### config.mk
export PLATFORM = sky130hd
export DESIGN_NAME = tach_rpm_valve_position
export DESIGN_NICKNAME = d
export VERILOG_FILES = /design/src/design/trvp_pkg.sv /design/src/design/trvp_divider.sv /design/src/design/trvp_front.sv /design/src/design/trvp_back.sv /design/src/design/tach_rpm_valve_position.sv
export VERILOG_INCLUDE_DIRS = /design/src /design/src/design
export SDC_FILE = /design/constraint.sdc
export NUM_CORES = 2
export LEC_CHECK = 0
export BUFFER_PORTS_ARGS = -buffer_cell sky130_fd_sc_hd__buf_2
export CAP_MARGIN = 20
export CORE_MARGIN = 2
export CORE_UTILIZATION = 50
export CTS_CLUSTER_SIZE = 10
export DETAILED_ROUTE_END_ITERATION = 10
export PLACE_DENSITY = 0.77
export REMOVE_ABC_BUFFERS = 1
export SYNTH_ARGS = -nofsm -noshare
export SYNTH_HDL_FRONTEND = slang
export SYNTH_SLANG_ARGS = --single-unit
### constraint.sdc
create_clock -name clk_i -period 24.9 [get_ports clk_i]
set_input_delay 3.735 -clock clk_i [delete_from_list [all_inputs] [get_ports clk_i]]
set_output_delay 3.735 -clock clk_i [all_outputs]
set_load 0.01 [all_outputs]
### src/design/assert_macros.svh
// Assertion helper macros shared by the design files.
`ifndef ASSERT_MACROS_SVH
`define ASSERT_MACROS_SVH

// Clocked implication check, disabled while in reset.
`define ASSERT_IMPL(label, clk, rst_n, ante, cons) \
  label: assert property (@(posedge clk) disable iff (!rst_n) (ante) |-> (cons)) \
    else $error("assertion failed");

// Signal or condition must hold on every active clock.
`define ASSERT_ALWAYS(label, clk, rst_n, cond) \
  label: assert property (@(posedge clk) disable iff (!rst_n) (cond)) \
    else $error("assertion failed");

`endif

### src/design/trvp_pkg.sv
// ----------------------------------------------------------------------------
// trvp_pkg
// Shared types and constants for the tachometer speed / valve block.
// ----------------------------------------------------------------------------
package trvp_pkg;

  localparam int unsigned MaxAveraged = 10;
  localparam int unsigned TimeoutUs   = 100000;
  localparam int unsigned MarginUs    = 2000;
  localparam logic [31:0] PeriodReset = 32'(TimeoutUs + 1000);
  localparam logic [25:0] RpmMax      = 26'h3FF_FFFF;
  localparam logic [33:0] FreqNum     = 34'd10000000000;
  // ceil(2^35 / 125): floor(w / 125) == (w * Div125Mul) >> 35 for any 32-bit w
  localparam logic [28:0] Div125Mul   = 29'd274877907;

  localparam logic [2:0] RegOpenRpm   = 3'd0;
  localparam logic [2:0] RegThreshRpm = 3'd1;
  localparam logic [2:0] RegClosePos  = 3'd2;
  localparam logic [2:0] RegOpenPos   = 3'd3;
  localparam logic [2:0] RegPpr       = 3'd4;
  localparam logic [2:0] RegLinEn     = 3'd5;

  typedef struct packed {
    logic        mode;
    logic [31:0] time_us;
  } item_t;

  typedef struct packed {
    logic [25:0] engine_rpm;
    logic [7:0]  valve_position;
    logic        active_led;
    logic        stopped;
  } result_t;

  // block length from period: (40000-p)*(N-1)/35000+1, clamped
  function automatic logic [3:0] remap_block(input logic [31:0] p);
    logic [31:0] diff;
    logic [3:0]  n;
    diff = 32'd40000 - p;
    n = 4'd1;
    if (p < 32'd40000) begin
      n = 4'd1;
      for (int k = 1; k < int'(MaxAveraged); k++) begin
        if (36'(diff) * 36'(MaxAveraged - 1) >= 36'(35000 * k)) n = 4'(k + 1);
      end
    end
    return n;
  endfunction

endpackage

### src/design/trvp_divider.sv
// ----------------------------------------------------------------------------
// trvp_divider
// Restoring radix-2 divider, one quotient bit per cycle, 34-bit operands.
// ----------------------------------------------------------------------------
module trvp_divider (
  input  logic        clk_i,
  input  logic        rst_ni,
  input  logic        start_i,
  input  logic [33:0] num_i,
  input  logic [33:0] den_i,
  output logic        busy_o,
  output logic        done_o,
  output logic [33:0] quo_o
);
  logic [33:0] quo_q, quo_d, rem_q, rem_d, den_q, den_d;
  logic [5:0]  cnt_q, cnt_d;
  logic        busy_q, busy_d, done_q, done_d;
  logic [34:0] trial;

  always_comb begin
    quo_d = quo_q; rem_d = rem_q; den_d = den_q; cnt_d = cnt_q;
    busy_d = busy_q; done_d = 1'b0;
    trial = {rem_q, quo_q[33]} - {1'b0, den_q};
    if (start_i && !busy_q) begin
      quo_d = num_i; rem_d = '0; den_d = den_i; cnt_d = 6'd34; busy_d = 1'b1;
    end else if (busy_q) begin
      if (!trial[34]) begin
        rem_d = trial[33:0];
        quo_d = {quo_q[32:0], 1'b1};
      end else begin
        rem_d = {rem_q[32:0], quo_q[33]};
        quo_d = {quo_q[32:0], 1'b0};
      end
      cnt_d = cnt_q - 6'd1;
      if (cnt_q == 6'd1) begin
        busy_d = 1'b0; done_d = 1'b1;
      end
    end
  end

  always_ff @(posedge clk_i or negedge rst_ni) begin
    if (!rst_ni) begin
      busy_q <= 1'b0; done_q <= 1'b0; cnt_q <= '0;
    end else begin
      busy_q <= busy_d; done_q <= done_d; cnt_q <= cnt_d;
    end
  end

  always_ff @(posedge clk_i) begin
    quo_q <= quo_d; rem_q <= rem_d; den_q <= den_d;
  end

  assign busy_o = busy_q;
  assign done_o = done_q;
  assign quo_o  = quo_q;

  `include "assert_macros.svh"
  `ASSERT_IMPL(a_done_ends_busy, clk_i, rst_ni, done_q, !busy_q)
  `ASSERT_IMPL(a_cnt_nonzero, clk_i, rst_ni, busy_q, cnt_q != 6'd0)
endmodule

### src/design/trvp_front.sv
// ----------------------------------------------------------------------------
// trvp_front
// Input side: two-entry item queue in front of the execution engine.
// ----------------------------------------------------------------------------
module trvp_front (
  input  logic              clk_i,
  input  logic              rst_ni,
  input  logic              in_valid_i,
  output logic              in_ready_o,
  input  trvp_pkg::item_t   in_item_i,
  output logic              q_valid_o,
  input  logic              q_pop_i,
  output trvp_pkg::item_t   q_item_o
);
  trvp_pkg::item_t mem_q [2];
  logic       wp_q, rp_q;
  logic [1:0] cnt_q;
  logic       push, pop;

  assign in_ready_o = cnt_q != 2'd2;
  assign push = in_valid_i && in_ready_o;
  assign pop  = q_pop_i && cnt_q != 2'd0;
  assign q_valid_o = cnt_q != 2'd0;
  assign q_item_o = mem_q[rp_q];

  always_ff @(posedge clk_i or negedge rst_ni) begin
    if (!rst_ni) begin
      wp_q <= 1'b0; rp_q <= 1'b0; cnt_q <= 2'd0;
    end else begin
      if (push) wp_q <= ~wp_q;
      if (pop) rp_q <= ~rp_q;
      cnt_q <= cnt_q + 2'(push) - 2'(pop);
    end
  end

  always_ff @(posedge clk_i) begin
    if (push) mem_q[wp_q] <= in_item_i;
  end

  `include "assert_macros.svh"
  `ASSERT_ALWAYS(a_cnt_range, clk_i, rst_ni, cnt_q != 2'd3)
  `ASSERT_IMPL(a_full_blocks, clk_i, rst_ni, cnt_q == 2'd2, !in_ready_o)
endmodule

### src/design/trvp_back.sv
// ----------------------------------------------------------------------------
// trvp_back
// Execution side: period tracking, speed and valve position, one item a time.
// ----------------------------------------------------------------------------
module trvp_back (
  input  logic              clk_i,
  input  logic              rst_ni,
  input  logic              cfg_we_i,
  input  logic [2:0]        cfg_idx_i,
  input  logic [15:0]       cfg_data_i,
  input  logic              q_valid_i,
  output logic              q_pop_o,
  input  trvp_pkg::item_t   q_item_i,
  output logic              out_valid_o,
  input  logic              out_ready_i,
  output trvp_pkg::result_t out_res_o
);
  localparam logic [3:0] StIdle = 4'd0, StAvg = 4'd1, StFreq = 4'd2, StPpr = 4'd3,
                         StRpm = 4'd4, StRpm2 = 4'd5, StPos = 4'd6, StLin = 4'd7,
                         StLin2 = 4'd8, StOut = 4'd9, StWait = 4'd10;

  logic [15:0] open_rpm_q, thr_q;
  logic [7:0]  cpos_q, opos_q;
  logic [9:0]  ppr_q;
  logic        lin_q;

  logic [31:0] last_t_q, last_p_q, avg_q, acc_q;
  logic [3:0]  pcnt_q, pta_q;
  logic        margin_q, led_q;
  logic [7:0]  pos_q;
  logic [25:0] rpm_q;

  logic [3:0]  st_q;
  logic [31:0] t_q;
  logic [33:0] val_q;
  logic [24:0] rq_q;
  logic        zero_q;
  logic        ovalid_q;
  trvp_pkg::result_t ores_q;
  // remember which divide is in flight
  logic [3:0]  ret_q;

  logic        div_start, div_busy, div_done;
  logic [33:0] div_num, div_den, div_quo;

  trvp_divider u_div (
    .clk_i, .rst_ni, .start_i(div_start), .num_i(div_num), .den_i(div_den),
    .busy_o(div_busy), .done_o(div_done), .quo_o(div_quo)
  );

  always_ff @(posedge clk_i or negedge rst_ni) begin
    if (!rst_ni) begin
      open_rpm_q <= 16'd8000; thr_q <= 16'd300; cpos_q <= 8'd0; opos_q <= 8'd180;
      ppr_q <= 10'd1; lin_q <= 1'b1;
    end else if (cfg_we_i) begin
      unique case (cfg_idx_i)
        trvp_pkg::RegOpenRpm:   open_rpm_q <= cfg_data_i;
        trvp_pkg::RegThreshRpm: thr_q      <= cfg_data_i;
        trvp_pkg::RegClosePos:  cpos_q     <= cfg_data_i[7:0];
        trvp_pkg::RegOpenPos:   opos_q     <= cfg_data_i[7:0];
        trvp_pkg::RegPpr:       ppr_q      <= cfg_data_i[9:0];
        trvp_pkg::RegLinEn:     lin_q      <= cfg_data_i[0];
        default: ;
      endcase
    end
  end

  logic [7:0]  cp, op;
  logic [31:0] period, limit, elapsed;
  logic [16:0] close_rpm;
  logic        to_hit;
  logic [63:0] prod;
  logic [8:0]  dpos;
  logic        dneg;
  logic [60:0] rq_prod;
  logic [33:0] rem500;
  logic [25:0] rpm_calc;

  always_comb begin
    cp = (cpos_q > 8'd180) ? 8'd180 : cpos_q;
    op = (opos_q > 8'd180) ? 8'd180 : opos_q;
    period = q_item_i.time_us - last_t_q;
    limit = margin_q ? 32'(trvp_pkg::TimeoutUs - trvp_pkg::MarginUs)
                     : 32'(trvp_pkg::TimeoutUs);
    elapsed = (t_q < last_t_q) ? 32'd0 : t_q - last_t_q;
    to_hit = (last_p_q > limit) || (elapsed > limit);
    close_rpm = {1'b0, open_rpm_q} - {1'b0, thr_q};
    dneg = op < cp;
    dpos = dneg ? {1'b0, cp - op} : {1'b0, op - cp};
    prod = 64'(val_q[31:0]) * 64'(dpos);
    // rpm = x*60/10000 = 3*(x/500) + (3*(x%500))/500, x/500 = (x>>2)/125
    rq_prod = 61'(val_q[33:2]) * 61'(trvp_pkg::Div125Mul);
    rem500 = val_q - 34'(rq_q) * 34'd500;
    rpm_calc = 26'(rq_q) * 26'd3 + ((rem500 >= 34'd334) ? 26'd2 :
                                    (rem500 >= 34'd167) ? 26'd1 : 26'd0);
    div_start = 1'b0; div_num = val_q; div_den = '0;
    unique case (st_q)
      StAvg:  begin div_start = 1'b1; div_den = 34'(pta_q == 4'd0 ? 4'd1 : pta_q); end
      StFreq: begin div_start = 1'b1; div_num = trvp_pkg::FreqNum; div_den = 34'(avg_q); end
      StPpr:  begin div_start = 1'b1; div_den = 34'(ppr_q == 10'd0 ? 10'd1 : ppr_q); end
      StLin2: begin div_start = 1'b1; div_den = 34'(thr_q); end
      default: ;
    endcase
  end

  assign q_pop_o = (st_q == StIdle) && q_valid_i;

  always_ff @(posedge clk_i or negedge rst_ni) begin
    if (!rst_ni) begin
      st_q <= StIdle; ovalid_q <= 1'b0;
      last_t_q <= '0; last_p_q <= trvp_pkg::PeriodReset; avg_q <= trvp_pkg::PeriodReset;
      acc_q <= '0; pcnt_q <= 4'd1; pta_q <= 4'd1; margin_q <= 1'b0;
      pos_q <= '0; led_q <= 1'b0; rpm_q <= '0;
      t_q <= '0; val_q <= '0; rq_q <= '0; zero_q <= 1'b0; ores_q <= '0;
    end else begin
      if (out_valid_o && out_ready_i) ovalid_q <= 1'b0;
      unique case (st_q)
        StIdle: if (q_pop_o) begin
          t_q <= q_item_i.time_us;
          if (!q_item_i.mode) begin
            last_p_q <= period; last_t_q <= q_item_i.time_us;
            if (pcnt_q >= pta_q) begin
              // block length is remapped once the mean is taken
              val_q <= 34'(acc_q);
              pcnt_q <= 4'd1; acc_q <= period;
              st_q <= StAvg;
            end else begin
              pcnt_q <= pcnt_q + 4'd1; acc_q <= acc_q + period;
              st_q <= StOut;
            end
          end else begin
            st_q <= StFreq;
          end
        end
        StAvg: st_q <= StWait;
        StFreq: begin
          zero_q <= (avg_q == 32'd0) || to_hit;
          margin_q <= to_hit;
          st_q <= StWait;
        end
        StPpr: st_q <= StWait;
        StRpm: begin rq_q <= rq_prod[59:35]; st_q <= StRpm2; end
        // at most 6e7, never reaches the 26-bit top
        StRpm2: begin rpm_q <= rpm_calc; st_q <= StPos; end
        StPos: begin
          if (thr_q > open_rpm_q || {10'd0, rpm_q} <= close_rpm) begin
            led_q <= 1'b0; pos_q <= cp; st_q <= StOut;
          end else if ({10'd0, rpm_q} < {1'b0, open_rpm_q}) begin
            if (lin_q) begin
              val_q <= 34'(26'(rpm_q - 26'(close_rpm)));
              st_q <= StLin;
            end else st_q <= StOut;
          end else begin
            led_q <= 1'b1; pos_q <= op; st_q <= StOut;
          end
        end
        StLin: begin val_q <= prod[33:0]; st_q <= StLin2; end
        StLin2: st_q <= StWait;
        StWait: if (div_done) begin
          unique case (ret_q)
            StAvg: begin
              avg_q <= div_quo[31:0];
              pta_q <= trvp_pkg::remap_block(last_p_q);
              st_q <= StOut;
            end
            StFreq: begin val_q <= zero_q ? 34'd0 : div_quo; st_q <= StPpr; end
            StPpr:  begin val_q <= div_quo; st_q <= StRpm; end
            StLin2: begin
              led_q <= 1'b1;
              pos_q <= dneg ? cp - div_quo[7:0] : cp + div_quo[7:0];
              st_q <= StOut;
            end
            default: st_q <= StIdle;
          endcase
        end
        StOut: if (!ovalid_q) begin
          ovalid_q <= 1'b1;
          ores_q <= '{engine_rpm: rpm_q, valve_position: pos_q,
                      active_led: led_q, stopped: margin_q};
          st_q <= StIdle;
        end
        default: st_q <= StIdle;
      endcase
    end
  end

  always_ff @(posedge clk_i or negedge rst_ni) begin
    if (!rst_ni) ret_q <= StIdle;
    else if (div_start) ret_q <= st_q;
  end

  assign out_valid_o = ovalid_q;
  assign out_res_o   = ores_q;

  `include "assert_macros.svh"
  `ASSERT_IMPL(a_wait_div, clk_i, rst_ni, st_q == StWait, div_busy || div_done)
  `ASSERT_IMPL(a_pop_idle, clk_i, rst_ni, q_pop_o, st_q == StIdle)
endmodule

### src/design/tach_rpm_valve_position.sv
// ----------------------------------------------------------------------------
// tach_rpm_valve_position
// Tachometer speed meter with exhaust valve position command.
// ----------------------------------------------------------------------------
// One result beat per input beat. A pulse beat goes from idle to the result
// register, or through one serial divide for the mean when a block closes.
// An evaluate beat runs two serial divides through the one shared
// radix-2 divider (frequency, then per revolution) and a reciprocal multiply
// for the rpm scaling, and one more divide by the band width when the speed
// lies inside the band with interpolation on. The engine returns to idle
// before it takes the next beat. A two-beat queue sits in front;
// the result register lets the next beat enter while a result waits.
module tach_rpm_valve_position (
  input  logic        clk_i,
  input  logic        rst_ni,
  input  logic        cfg_we_i,
  input  logic [2:0]  cfg_idx_i,
  input  logic [15:0] cfg_data_i,
  input  logic        s_axis_tvalid,
  output logic        s_axis_tready,
  input  logic [31:0] s_axis_tdata,   // time_us
  input  logic        s_axis_tuser,   // mode
  output logic        m_axis_tvalid,
  input  logic        m_axis_tready,
  output logic [39:0] m_axis_tdata    // engine_rpm, valve_position, active_led, stopped
);
  trvp_pkg::item_t   in_item, q_item;
  trvp_pkg::result_t res;
  logic q_valid, q_pop;

  assign in_item.mode = s_axis_tuser;
  assign in_item.time_us = s_axis_tdata;

  trvp_front u_front (
    .clk_i, .rst_ni, .in_valid_i(s_axis_tvalid), .in_ready_o(s_axis_tready),
    .in_item_i(in_item), .q_valid_o(q_valid), .q_pop_i(q_pop), .q_item_o(q_item)
  );

  trvp_back u_back (
    .clk_i, .rst_ni, .cfg_we_i, .cfg_idx_i, .cfg_data_i,
    .q_valid_i(q_valid), .q_pop_o(q_pop), .q_item_i(q_item),
    .out_valid_o(m_axis_tvalid), .out_ready_i(m_axis_tready), .out_res_o(res)
  );

  assign m_axis_tdata = {4'd0, res.stopped, res.active_led, res.valve_position,
                         res.engine_rpm};
endmodule

==> results.md <==
- Commonest non-fill, non-tap cell in the layout: inv_1
- Crit path time final: 12710 ps
- Post-route setup slack: 12190 ps
- WS Path Type: reg -> reg
- Setup TNS: 0 ps
- Crit path top cell by count: fa_1
- Post-Syn Area: 62900 µm²
- DRT iter0 DRCs: 4569
- Yosys Warn Count: 0
- CP peak stage delay: 650 ps
- Die Wd: 359 µm
- DRT Pass-1 Iters: 10
- Gp weighted congestion: 0.959
- Clock Latency Late Sink: 620 ps
- Die ar.: 129000 µm²
- Critical Path AT: 13190 ps
- Die height: 359 µm
- Input/output buffers: 94
- Setup repair bufs after CTS: 0
- DP Worst Slack: 12360 ps
- Synth Flop Type: dfrtp_1
- Critical Path End Type: flop
- Initial antenna violation count: 15
- Number of flops mapped to enable cells by yosys: 132
- Post-synthesis sequential area ratio: 22.6%
- Clk slew on worst S/H paths: 60 ps
- CTS root buffer: clkbuf_16
- RSZ-0062 raised after global routing: no
- # setup viols final: 0
- # hold bufs at CTS: 0
- Standard-cell rows: 130
- Via count: 49900
- Vias in the first global route: 49700
- Distinct cells, synth: 115
- Mapped Cells: 6838
- H-tree depth: 3
- Crit start category: flop
- Final WL: 174000 µm
- Crit-path max FO: 8
- Max Cap Violations: 0
- Num CTS Buffers: 67
- Filler cells: 11100
- DPL Wire Length: 137000 µm
- Fin crit share: 51.0%
- Outcome: finished, final reports clean
- DRT antenna net count: 0
- WP data required: 25390 ps
- Post-CTS sizing: 0
- F_max: 78.7 MHz
- CTS Buffer Depth: 3
- Boundary pin count: 99
- Synth area leader: fa_1
- Global Route Usage Sum: 27.3%
- Worst-Margin Slew: 1130 ps
- Register-to-register path setup slack: 12190 ps
- Count of final max-slew check failures: 0
- Pin count of the biggest net entering global routing: 141
- Commonest cells after routing, fill and taps aside: inv_1, ha_1, nand2_1
- Crit-path slowest cell: a2111oi_0
- GR Overflow Total: 0
- WL per Instance: 20.3 µm
- Vias/cell: 5.82
- Share of layout cells above drive strength 1: 7.15%
- # nets final: 8333
- Core area: 125000 µm²
- Top cells by area, synth: fa_1, ha_1, dfrtp_1
- CTS tree: built
- Share of async-settable or async-resettable flops after synthesis: 69.6%
- Worst hold path class: reg -> reg
- Mean Syn Cell Area: 9.20 µm²
- Final-report hold violation count: 0
- Rel. slew slack: 24.7%
- Worst clock skew: 30.5 ps
- Post-synth top area share: 18.1%
- Initial Util: 50.2%
- Yosys reg bits: 546
- CTS sink count: 546
- DRC violations left: 0
- Synth-to-layout area growth: 7.17%
- First-pass GRT wire length: 276000 µm
==> final cells by class <==
class / instances / area (µm²) / share of cell area, %
clock buffers: 108 / 1890 / 2.81
multi-input cells: 4996 / 43900 / 65.2
clock inverters: 10 / 140 / 0.208
inverters: 1096 / 4110 / 6.10
repair buffers: 163 / 1060 / 1.57
well taps: 1650 / 2060 / 3.06
diodes: 5 / 12.5 / 0.0186
flip-flops and latches: 546 / 14200 / 21.1
==> metrics by stage <==
| stage | cell area [µm²] | instances | util (%) | hold WS (ps) |
|---|---|---|---|---|
| 2_1_floorplan | 62100 | 6638 | - | 435 |
| 5_1_grt | 67400 | 8571 | 53.8 | 501 |
| 3_3_place_gp | 65300 | 8447 | 52.1 | 454 |
| 6_report | 67400 | 8574 | 53.8 | 475 |
| 4_1_cts | 67300 | 8565 | 53.7 | 472 |
| 3_5_place_dp | 65300 | 8447 | 52.1 | 465 |
==> cells by family after synthesis <==
logic type | count (synthesis) | share of synthesized area [%]
buf+inv | 1299 | 7.83
xor+xnor | 325 | 4.60
mux | 184 | 3.17
compound gates | 1376 | 14.4
other cells | 1 | 0.00596
fa+ha+maj | 1406 | 34.8
flops | 546 | 22.6
simple gates | 1701 | 12.7
==> Yosys cell counts (107+ instances only) <==
library cell,count
a21o_1,141
a21oi_1,357
and2_1,137
clkbuf_1,168
dfrtp_1,350
edfxtp_1,132
fa_1,568
ha_1,838
inv_1,1095
mux2_2,121
nand2_1,665
nand3_1,120
nor2_1,329
nor3_1,107
o21ai_0,343
xnor2_1,194
xor2_1,127
==> flip-flops by register name (all words and copies together), names as in the netlist, 6 cells and up <==
register,flops
u_front.mem_q,66
u_back.out_res_o,36
u_back.u_div.quo_o,34
u_back.u_div.rem_q,34
u_back.val_q,34
u_back.acc_q,32
u_back.avg_q,32
u_back.last_p_q,32
u_back.last_t_q,32
u_back.t_q,32
u_back.u_div.den_q,32
u_back.rpm_q,26
u_back.rq_q,25
u_back.open_rpm_q,16
u_back.thr_q,16
u_back.ppr_q,10
u_back.cpos_q,8
u_back.opos_q,8
u_back.pos_q,8
u_back.u_div.cnt_q,6
==> layer usage <==
metal  share of wire (%)  track usage (%)  vias up
met4                 3.7             8.53        6
met1                  43             37.8    24600
met2                  45             42.8     1863
met3                 8.6             5.74      365
met5               0.023                0        -
li1                    -                -    23100
==> worst paths after layout <==
path | startpoint | to | cells after the start
max | u_back.rq_q[0] | u_back.rpm_q[25] | 43
min | u_back.u_div.cnt_q[5] | u_back.u_div.cnt_q[5] | 1
max reg2reg | u_back.rq_q[0] | u_back.rpm_q[25] | 43
min reg2reg | u_back.u_div.cnt_q[5] | u_back.u_div.cnt_q[5] | 1
max in group asynchronous | rst_ni | u_front.rp_q | 3
min in group asynchronous | rst_ni | u_back.out_res_o[1] | 1
==> critical path, delay by kind of cell (launching register included) <==
family | cells | cell delay (ps)
adder cells (fa/ha/maj) | 9 | 3910
AND/OR/NAND/NOR | 7 | 1690
buffers and inverters | 2 | 110
AO/OA/AOI/OAI | 23 | 5990
flip-flops | 1 | 510
XOR/XNOR | 2 | 350
Power is left out: the tool's default activity adds up to more than one toggle a clock period on the data nets, which glitch-free logic cannot reach.
